--- src/design/tpp_pkg.sv ---
// ----------------------------------------------------------------------------
// tpp_pkg
// shared types and constants of the tlv parameter parser
// ----------------------------------------------------------------------------
package tpp_pkg;

    localparam int unsigned BYTE_W  = 8;
    localparam int unsigned TYPE_W  = 6;
    localparam int unsigned VALUE_W = 32;
    localparam int unsigned SIZE_W  = 8;
    localparam int unsigned POS_W   = 2;

    localparam int unsigned IN_TDATA_W  = 8;
    localparam int unsigned OUT_TDATA_W = 48;
    localparam int unsigned OUT_TUSER_W = 2;

    localparam logic [1:0] CODE_CUSTOM = 2'd3;

    typedef enum logic [1:0] {
        PH_HEADER = 2'd0,
        PH_VALUE  = 2'd1,
        PH_LENGTH = 2'd2,
        PH_SKIP   = 2'd3
    } t_phase;

    typedef struct packed {
        logic [TYPE_W-1:0]  param_type;
        logic [VALUE_W-1:0] param_value;
        logic [SIZE_W-1:0]  param_size;
        logic               custom_size;
        logic               truncated;
        logic               last_param;
    } t_result;

endpackage

--- src/design/tpp_in_reg.sv ---
// ----------------------------------------------------------------------------
// tpp_in_reg
// input register stage, holds one byte word until the parser takes it
// ----------------------------------------------------------------------------
module tpp_in_reg (
    input  logic                       i_clk,
    input  logic                       i_rst_n,
    input  logic                       i_tvalid,
    output logic                       o_tready,
    input  logic [tpp_pkg::BYTE_W-1:0] i_byte,
    input  logic                       i_last,
    input  logic                       i_advance,
    output logic                       o_valid,
    output logic [tpp_pkg::BYTE_W-1:0] o_byte,
    output logic                       o_last
);
    import tpp_pkg::*;

    logic               r_valid;
    logic [BYTE_W-1:0]  r_byte;
    logic               r_last;
    logic               n_valid;
    logic               w_load;

    assign o_tready = !r_valid || i_advance;
    assign w_load   = i_tvalid && o_tready;

    always_comb begin
        n_valid = r_valid;
        if (w_load) begin
            n_valid = 1'b1;
        end else if (i_advance) begin
            n_valid = 1'b0;
        end
    end

    always_ff @(posedge i_clk) begin
        if (!i_rst_n) begin
            r_valid <= 1'b0;
        end else begin
            r_valid <= n_valid;
        end
    end

    always_ff @(posedge i_clk) begin
        if (w_load) begin
            r_byte <= i_byte;
            r_last <= i_last;
        end
    end

    assign o_valid = r_valid;
    assign o_byte  = r_byte;
    assign o_last  = r_last;

endmodule

--- src/design/tpp_parse.sv ---
// ----------------------------------------------------------------------------
// tpp_parse
// parser state and per-byte update, flags a finished or cut-off parameter
// ----------------------------------------------------------------------------
module tpp_parse (
    input  logic                       i_clk,
    input  logic                       i_rst_n,
    input  logic                       i_advance,
    input  logic [tpp_pkg::BYTE_W-1:0] i_byte,
    input  logic                       i_last,
    output logic                       o_emit,
    output tpp_pkg::t_result           o_result
);
    import tpp_pkg::*;

    t_phase             r_phase;
    logic [SIZE_W-1:0]  r_left;
    logic [TYPE_W-1:0]  r_type;
    logic [VALUE_W-1:0] r_value;
    logic [SIZE_W-1:0]  r_size;
    logic [POS_W-1:0]   r_pos;

    t_phase             n_phase;
    logic [SIZE_W-1:0]  n_left;
    logic [TYPE_W-1:0]  n_type;
    logic [VALUE_W-1:0] n_value;
    logic [SIZE_W-1:0]  n_size;
    logic [POS_W-1:0]   n_pos;

    logic               w_custom;
    logic               w_trunc;
    logic               w_lastp;
    logic [1:0]         w_code;
    logic [VALUE_W-1:0] w_shifted;
    logic [SIZE_W-1:0]  w_dec;

    assign w_code = i_byte[7:6];
    assign w_dec  = r_left - SIZE_W'(1);

    always_comb begin
        case (r_pos)
            2'd0:    w_shifted = {24'd0, i_byte};
            2'd1:    w_shifted = {16'd0, i_byte, 8'd0};
            2'd2:    w_shifted = {8'd0, i_byte, 16'd0};
            default: w_shifted = {i_byte, 24'd0};
        endcase
    end

    always_comb begin
        n_phase  = r_phase;
        n_left   = r_left;
        n_type   = r_type;
        n_value  = r_value;
        n_size   = r_size;
        n_pos    = r_pos;
        o_emit   = 1'b0;
        w_custom = 1'b0;
        w_trunc  = 1'b0;
        w_lastp  = i_last;
        case (r_phase)
            PH_HEADER: begin
                n_type  = i_byte[5:0];
                n_value = '0;
                n_pos   = '0;
                if (w_code == CODE_CUSTOM) begin
                    n_size   = '0;
                    n_left   = '0;
                    n_phase  = PH_LENGTH;
                    w_custom = 1'b1;
                end else begin
                    n_size  = SIZE_W'(1) << w_code;
                    n_left  = SIZE_W'(1) << w_code;
                    n_phase = PH_VALUE;
                end
                o_emit  = i_last;
                w_trunc = 1'b1;
            end
            PH_VALUE: begin
                n_value = r_value | w_shifted;
                n_pos   = r_pos + POS_W'(1);
                n_left  = w_dec;
                if (w_dec == '0) begin
                    o_emit  = 1'b1;
                    n_phase = PH_HEADER;
                end else begin
                    o_emit  = i_last;
                    w_trunc = 1'b1;
                end
            end
            PH_LENGTH: begin
                w_custom = 1'b1;
                n_size   = i_byte;
                n_left   = i_byte;
                if (i_byte == '0) begin
                    o_emit  = 1'b1;
                    n_phase = PH_HEADER;
                end else begin
                    n_phase = PH_SKIP;
                    o_emit  = i_last;
                    w_trunc = 1'b1;
                end
            end
            default: begin
                w_custom = 1'b1;
                n_left   = w_dec;
                if (w_dec == '0) begin
                    o_emit  = 1'b1;
                    n_phase = PH_HEADER;
                end else begin
                    o_emit  = i_last;
                    w_trunc = 1'b1;
                end
            end
        endcase
        if (i_last) begin
            n_phase = PH_HEADER;
        end
    end

    always_comb begin
        o_result.param_type  = n_type;
        o_result.param_value = w_custom ? '0 : n_value;
        o_result.param_size  = n_size;
        o_result.custom_size = w_custom;
        o_result.truncated   = w_trunc;
        o_result.last_param  = w_lastp;
    end

    always_ff @(posedge i_clk) begin
        if (!i_rst_n) begin
            r_phase <= PH_HEADER;
            r_left  <= '0;
            r_type  <= '0;
            r_value <= '0;
            r_size  <= '0;
            r_pos   <= '0;
        end else if (i_advance) begin
            r_phase <= n_phase;
            r_left  <= n_left;
            r_type  <= n_type;
            r_value <= n_value;
            r_size  <= n_size;
            r_pos   <= n_pos;
        end
    end

endmodule

--- src/design/tpp_out_reg.sv ---
// ----------------------------------------------------------------------------
// tpp_out_reg
// result register, holds one parameter word until the sink takes it
// ----------------------------------------------------------------------------
module tpp_out_reg (
    input  logic             i_clk,
    input  logic             i_rst_n,
    input  logic             i_load,
    input  tpp_pkg::t_result i_result,
    output logic             o_free,
    output logic             o_valid,
    input  logic             i_tready,
    output tpp_pkg::t_result o_result
);
    import tpp_pkg::*;

    logic    r_valid;
    logic    n_valid;
    t_result r_result;

    assign o_free = !r_valid || i_tready;

    always_comb begin
        n_valid = r_valid;
        if (i_load) begin
            n_valid = 1'b1;
        end else if (i_tready) begin
            n_valid = 1'b0;
        end
    end

    always_ff @(posedge i_clk) begin
        if (!i_rst_n) begin
            r_valid <= 1'b0;
        end else begin
            r_valid <= n_valid;
        end
    end

    always_ff @(posedge i_clk) begin
        if (i_load) begin
            r_result <= i_result;
        end
    end

    assign o_valid  = r_valid;
    assign o_result = r_result;

endmodule

--- src/design/tlv_parameter_parser_unit.sv ---
// ----------------------------------------------------------------------------
// tlv_parameter_parser_unit
// path: the byte that completes a parameter passes the input register, then the
// parser update, then the result register; throughput: one byte word per cycle
// while the result register is free or the byte completes no parameter
// reset: synchronous active-low, empties both registers and returns the
// parser to header expected
// ----------------------------------------------------------------------------
module tlv_parameter_parser_unit (
    input  logic                                 i_clk,
    input  logic                                 i_rst_n,
    input  logic                                 s_axis_tvalid,
    output logic                                 s_axis_tready,
    input  logic [tpp_pkg::IN_TDATA_W-1:0]       s_axis_tdata,  // data_byte
    input  logic                                 s_axis_tlast,  // last_byte
    output logic                                 m_axis_tvalid,
    input  logic                                 m_axis_tready,
    // param_type [5:0], param_value [37:6], param_size [45:38], zero pad
    output logic [tpp_pkg::OUT_TDATA_W-1:0]      m_axis_tdata,
    // custom_size [0], truncated [1]
    output logic [tpp_pkg::OUT_TUSER_W-1:0]      m_axis_tuser,
    output logic                                 m_axis_tlast   // last_param
);
    import tpp_pkg::*;

    logic              w_in_valid;
    logic [BYTE_W-1:0] w_in_byte;
    logic              w_in_last;
    logic              w_emit;
    logic              w_free;
    logic              w_advance;
    t_result           w_result;
    t_result           w_out;

    assign w_advance = w_in_valid && (!w_emit || w_free);

    tpp_in_reg u_in_reg (
        .i_clk     (i_clk),
        .i_rst_n   (i_rst_n),
        .i_tvalid  (s_axis_tvalid),
        .o_tready  (s_axis_tready),
        .i_byte    (s_axis_tdata),
        .i_last    (s_axis_tlast),
        .i_advance (w_advance),
        .o_valid   (w_in_valid),
        .o_byte    (w_in_byte),
        .o_last    (w_in_last)
    );

    tpp_parse u_parse (
        .i_clk     (i_clk),
        .i_rst_n   (i_rst_n),
        .i_advance (w_advance),
        .i_byte    (w_in_byte),
        .i_last    (w_in_last),
        .o_emit    (w_emit),
        .o_result  (w_result)
    );

    tpp_out_reg u_out_reg (
        .i_clk    (i_clk),
        .i_rst_n  (i_rst_n),
        .i_load   (w_advance && w_emit),
        .i_result (w_result),
        .o_free   (w_free),
        .o_valid  (m_axis_tvalid),
        .i_tready (m_axis_tready),
        .o_result (w_out)
    );

    assign m_axis_tdata = {2'b00, w_out.param_size, w_out.param_value, w_out.param_type};
    assign m_axis_tuser = {w_out.truncated, w_out.custom_size};
    assign m_axis_tlast = w_out.last_param;

endmodule

--- config.mk ---
export PLATFORM = sky130hd
export DESIGN_NAME = tlv_parameter_parser_unit
export DESIGN_NICKNAME = d
export VERILOG_FILES = /design/src/design/tpp_pkg.sv /design/src/design/tpp_in_reg.sv /design/src/design/tpp_parse.sv /design/src/design/tpp_out_reg.sv /design/src/design/tlv_parameter_parser_unit.sv
export SDC_FILE = /design/constraint.sdc
export NUM_CORES = 1
export LEC_CHECK = 0
export ABC_AREA = 1
export BUFFER_PORTS_ARGS = -buffer_cell sky130_fd_sc_hd__buf_2
export CAP_MARGIN = 0
export CORE_ASPECT_RATIO = 0.6
export CORE_MARGIN = 5
export CORE_UTILIZATION = 35
export CTS_CLUSTER_SIZE = 40
export DETAILED_ROUTE_END_ITERATION = 6
export GPL_TIMING_DRIVEN = 0
export SYNTH_ARGS = -nofsm -noshare
export SYNTH_HDL_FRONTEND = slang
export SYNTH_HIERARCHICAL = 1
export SYNTH_SLANG_ARGS = --single-unit
--- constraint.sdc ---
create_clock -name i_clk -period 8.54 [get_ports i_clk]
set_input_delay 1.281 -clock i_clk [delete_from_list [all_inputs] [get_ports i_clk]]
set_output_delay 1.281 -clock i_clk [all_outputs]
set_load 0.02 [all_outputs]
# Word-level counts from Yosys, hierarchy flattened
# Cells that the tools add are included.
[totals] register_bits=118
[op_classes] shifts=1 n_reduce_logical=19 bitwise_logic=1 mux=24 eq_ne=5 add_sub_neg=2
[op_table] op="$pmux 32 s3" count=1
[op_table] op="$pmux 32 s2" count=1
[op_table] op="$or 32x32->32" count=1
[op_table] op="$pmux 8 s2" count=2
[op_table] op="$logic_not 8->1" count=2
[op_table] op="$mux 1" count=9
[op_table] op="$mux 2" count=4
[op_table] op="$mux 8" count=1
[op_table] op="$pmux 2 s2" count=2
[op_table] op="$shl 1x2->8 const A" count=1
[op_table] op="$sub 8x1->8 const B" count=1
[op_table] op="$eq 2x2->1 const B" count=3
[op_table] op="$mux 6" count=1
[op_table] op="$pmux 1 s2" count=3
[op_table] op="$reduce_bool 2->1" count=3
[op_table] op="$eq 2x1->1 const B" count=2
[op_table] op="$logic_not 2->1" count=2
[op_table] op="$reduce_and 2->1" count=2
[op_table] op="$reduce_bool 4->1" count=1
[op_table] op="$logic_and 1x1->1" count=3
[op_table] op="$logic_not 1->1" count=3
[op_table] op="$logic_or 1x1->1" count=3
[op_table] op="$add 2x1->2 const B" count=1

# Depth between registers and ports, before layout
[logic_depth] depth_word=10 ltp_mapped=18 depth_no_buf=17

# Cells and area by module
# The synthesis kept the hierarchy.
[modules_own_cells] mod="tpp_parse" area_per_inst_um2=3308.2 n_inst=1 cells_per_inst=514
[modules_own_cells] mod="tpp_out_reg" area_per_inst_um2=1517.7 n_inst=1 cells_per_inst=55
[modules_own_cells] mod="tpp_in_reg" area_per_inst_um2=321.6 n_inst=1 cells_per_inst=16
[modules_own_cells] mod="tlv_parameter_parser_unit" area_per_inst_um2=43.8 n_inst=1 cells_per_inst=8

# Worst setup path after synthesis
# No wires, ideal clock.
[synth_path] path_type="input -> output" startpoint="input m_axis_tready" endpoint="output s_axis_tready" n_path_buf=0 path_stages=6 t_arrival_ns=1.837 t_required_ns=7.259 path_slack_ns=5.422 path_cell_list="inv_1 nand2_2 inv_1 a21oi_2 inv_2 nand2_2"
[synth_between] elab_chain_len=4
[synth_lines] item="from (decl)" line_no="tlv_parameter_parser_unit.sv:17" rtl="input logic m_axis_tready,"
[synth_lines] item="$logic_or 1x1->1" line_no="tpp_out_reg.sv:21" rtl="assign o_free = !r_valid || i_tready;"
[synth_lines] item="net w_free" line_no="tlv_parameter_parser_unit.sv:30" rtl="logic w_free;"
[synth_lines] item="$logic_or 1x1->1" line_no="tlv_parameter_parser_unit.sv:35" rtl="assign w_advance = w_in_valid && (!w_emit || w_free);"
[synth_lines] item="$logic_and 1x1->1" line_no="tlv_parameter_parser_unit.sv:35"
[synth_lines] item="net w_advance" line_no="tlv_parameter_parser_unit.sv:31" rtl="logic w_advance;"
[synth_lines] item="$logic_or 1x1->1" line_no="tpp_in_reg.sv:25" rtl="assign o_tready = !r_valid || i_advance;"
[synth_lines] item="to (decl)" line_no="tlv_parameter_parser_unit.sv:13" rtl="output logic s_axis_tready,"
# The timed path passes the listed nets, and every way through them passes these cells.

# Worst setup path in the final report
[layout_path] startpoint="register u_parse.r_left[0]" endpoint="output s_axis_tready"
[layout_between] elab_chain_len=8
[layout_lines] item="from (decl)" line_no="tpp_parse.sv:17" rtl="logic [SIZE_W-1:0] r_left;"
[layout_lines] item="from (signal assigned)" line_no="tpp_parse.sv:139" rtl="r_left <= n_left;"
[layout_lines] item="$sub 8x1->8" line_no="tpp_parse.sv:38" rtl="assign w_dec = r_left - SIZE_W'(1);"
[layout_lines] item="$logic_not 8->1" line_no="tpp_parse.sv:82, tpp_parse.sv:106"
[layout_lines] item="$mux 1" line_no="tpp_parse.sv:82, tpp_parse.sv:106"
[layout_lines] item="$pmux 1 s2" line_no="tpp_parse.sv:60" rtl="case (r_phase)"
[layout_lines] item="net w_emit" line_no="tlv_parameter_parser_unit.sv:29" rtl="logic w_emit;"
[layout_lines] item="$logic_not 1->1" line_no="tlv_parameter_parser_unit.sv:35"
[layout_lines] item="$logic_or 1x1->1" line_no="tlv_parameter_parser_unit.sv:35"
[layout_lines] item="$logic_and 1x1->1" line_no="tlv_parameter_parser_unit.sv:35"
[layout_lines] item="net w_advance" line_no="tlv_parameter_parser_unit.sv:31"
[layout_lines] item="$logic_or 1x1->1" line_no="tpp_in_reg.sv:25"
# The timed path passes the listed nets, and every way through them passes these cells.

==> reports/summary.txt <==
Number of hold buffers added after CTS = 0
Worst VDD drop = 125 µV
Fin crit period = 4.02 ns
Synth Register Bits = 118
Uppermost layer routed = met4
Post-DP HPWL = 9580 µm
Syn Inst Count = 593
Ys flop type = dfxtp_1
Starting Density = 35.8%
DR WL/cell = 15.1 µm
Die area = 0.0174 mm²
Dpl cells = 856
Clock root buffer = clkbuf_16
Worst hold slack = 0.495 ns
Final hold viol count = 0
Slew Limit Fails = 0
Mux cell area share after synthesis = 0%
Global Route Usage Sum = 15.6%
Std cell rows = 34
Die height = 104 µm
Routed wire length = 13,400 µm
Hold Path End = u_parse/r_value[18]$_SDFFE_PN0P_
Die width = 167 µm
Worst Setup Start Kind = flop
Fraction of layout cells with a size suffix above 1 = 21.0%
Area delta synth->final = 22.6%
Via count = 4,268
IO Count = 66
Yosys top cell area share = 33.6%
Net count reported at finish = 696
Crit path max fanout = 6
Global-route wire length before repair = 21,600 µm
Worst R2R Setup Slack = 5.39 ns
Reg2Reg Launch Point = u_parse/r_left[0]$_SDFFE_PN0P_
Adder-cell share of the synthesized area = 1.45%
Leakage power = 2.61 nW
DRT iter0 DRCs = 343
EDFF count, synth = 58
Setup CP Type = flop to output pin
Pwr Density = 240 mW/mm²
HP Class = flop to flop
Post-synth top cells = nor2_1 (115), inv_1 (113), o21ai_0 (69), dfxtp_1 (60), edfxtp_1 (58)
Critical Path AT = 2.74 ns
Worst-Margin Slew = 0.807 ns
Clock power share = 46.7%
Inserted Clock Buffers = 17
Rel. slew slack = 46.2%
ANT cells = 0
Fmax = 0.249 GHz
# setup viols final = 0
Crit Reg-Reg Endpoint = u_parse/r_value[27]$_SDFFE_PN0P_
Initial antenna violation count = 0
Gate power share = 11.5%
H-tree depth = 4
Worst r2r path cells = 17
Resized cells post-CTS = 0
Setup TNS = 0 ns
FFs w/ async S/R, synth = 0%
Vias in the first global route = 4,277
Largest net degree at the start of global routing = 42
Met3 Wirelength = 1280 µm
GP Congestion = 0.882
Drt pass-1 iters = 5
Largest cells by area after synthesis = edfxtp_1 (34%), dfxtp_1 (23%), nor2_1 (8.3%)
CP Capture Type = output pin
Combinational family with the most area after synthesis = compound AO/OA/AOI/OAI gates
Most Frequent Cell on Critical Path = nand2_1
Clock Skew = 0.00948 ns
Slowest cell on the critical path = a21oi_2
Setup bufs post-CTS = 0
Sw power = 0.000395 W
Synth unique cells = 39
Post-synthesis compound-gate area fraction = 15.0%
Yosys warning total = 6
Most common cell in the synthesized netlist = nor2_1
Min-Delay Path Depth = 2
Simple-gate portion of the synthesized area = 14.5%
Syn_area_per_cell = 8.75 µm²
Reg clk slew, reported paths = 0.06 ns
Register area share after synthesis = 56.7%
Cell Area, Synth = 0.00519 mm²
Post-route clock period utilization = 47.1%
DRT met1 WL = 6540 µm
Worst path cell trace = inv_1 -> ha_1 -> nand3_2 -> nand2_1 -> nor2_1 -> nand2_1 -> nor2_1 -> nand2_1 -> nand2_1 -> nand3_1 -> nand2_1 -> a21oi_2 -> inv_2 -> nand2_2 -> buf_2
Switching share of power = 25.9%
CTS tree = done
Filler cells = 1,421
# DRC = 0
Hold Startpoint = u_parse/r_value[18]$_SDFFE_PN0P_
Sequential power share = 41.8%
Drt via density = 4.81
Post-Synth XOR/XNOR Area = 0.169%
Max incr delay on CP = 0.38 ns
Port Buf Inserts = 63
Yosys top cell by area = edfxtp_1
Max cap viols = 0
Post-route ant nets = 0
Clock tree buffer depth = 2
Worst-Skew Late Latency = 0.41 ns
Pint = 0.00113 W
Met2 WL = 5410 µm
Post-Layout Cell Count = 888
GRT Residual Overflow = 0
Core Box Area = 0.0145 mm²
WP data required = 7.26 ns
Util after Layout = 43.9%
Clock sinks = 118
RSZ-0062 raised after global routing = no
Status = finished, final reports clean
-- per-stage QoR --
step / total power (W) / setup slack [ns] / instance area [µm²]
4_1_cts: 0.00154 / 4.56 / 6370
3_3_place_gp: 0.000819 / 4.94 / 5760
5_1_grt: 0.00159 / 4.28 / 6370
6_report: 0.00153 / 4.52 / 6370
3_5_place_dp: 0.000824 / 5.01 / 5780
2_1_floorplan: 0.000769 / 5.42 / 5190
-- layout by cell type, fill, tap and decap left out, types with 2 or more instances in the layout --
cell type and count:
o21ai_1 7, clkinvlp_4 4, a31oi_1 5, buf_6 4, edfxtp_1 58, bufinv_16 3, nand2_1 41, nor2_4 4
o22ai_1 2, clkbuf_1 11, a21oi_2 3, conb_1 2, o21ai_2 9, ha_1 6, buf_2 70, buf_4 5
nor2_1 115, clkbuf_16 17, inv_1 112, clkbuf_2 2, a21oi_1 38, o21ai_0 69, clkinv_1 3, clkinv_2 2
inv_2 8, dfxtp_1 60, nand2_2 5, inv_6 2, nand3_1 7
-- worst max-delay path, delay by kind of cell (launching register included) --
kind	cells	cell delay, ns
buffers and inverters	3	0.45
flip-flops	1	0.31
AO/OA/AOI/OAI	1	0.38
adder cells (fa/ha/maj)	1	0.32
AND/OR/NAND/NOR	10	0.86
-- per-layer routing --
metal / vias to the layer above / global-route usage [%]
met5: - / 0
li1: 2054 / -
met2: 167 / 21.4
met3: 24 / 4.63
met4: 0 / 6.08
met1: 2023 / 23.0
-- cell type report --
type | instances | area, µm² | area share (%)
Inverter | 122 | 463 | 7.27
Timing Repair Buffer | 64 | 335 | 5.27
Buffer | 28 | 165 | 2.59
Multi-Input combinational cell | 326 | 1620 | 25.5
Sequential cell | 118 | 2940 | 46.2
Tap cell | 198 | 248 | 3.89
Clock inverter | 13 | 155 | 2.44
Clock buffer | 19 | 433 | 6.80
-- power by group through the flow --
stage	sequential [W]	clock, W	combinational, W
global placement	0.000650	0	0.000168
floorplan	0.000664	0	0.000105
finish	0.000639	0.000714	0.000176
global route	0.000641	0.000751	0.000195
CTS	0.000639	0.000723	0.000175
detailed placement	0.000650	0	0.000174
-- kinds of logic (layout without fill, tap and decap cells) --
kind of cell	count (synthesis)	after routing
AND/OR/NAND/NOR	178	178
XOR/XNOR	1	1
other	1	2
adder cells (fa/ha/maj)	6	6
flip-flops	118	118
AO/OA/AOI/OAI	139	139
buffers and inverters	150	246
-- sequential cells by signal, summed over array words and instances, names as in the netlist --
register            count
u_parse/r_size          8
u_in_reg/o_byte         8
u_parse/r_phase         2
u_parse/r_type          6
u_out_reg/o_valid       1
u_parse/r_pos           2
u_in_reg/o_valid        1
u_parse/r_value        32
u_out_reg/o_result     49
u_parse/r_left          8
u_in_reg/o_last         1
-- worst max path at each step --
stage,startpoint,end,cells past startpoint
2_1_floorplan,m_axis_tready,s_axis_tready,6
3_3_place_gp,u_parse/r_left[0]$_SDFFE_PN0P_,u_out_reg/o_result[10]$_DFFE_PP_,14
3_5_place_dp,u_parse/r_left[0]$_SDFFE_PN0P_,s_axis_tready,15
4_1_cts,u_parse/r_left[0]$_SDFFE_PN0P_,s_axis_tready,15
5_1_grt,u_parse/r_left[0]$_SDFFE_PN0P_,s_axis_tready,15
6_report,u_parse/r_left[0]$_SDFFE_PN0P_,s_axis_tready,15
(Power assumes the default switching activity.)
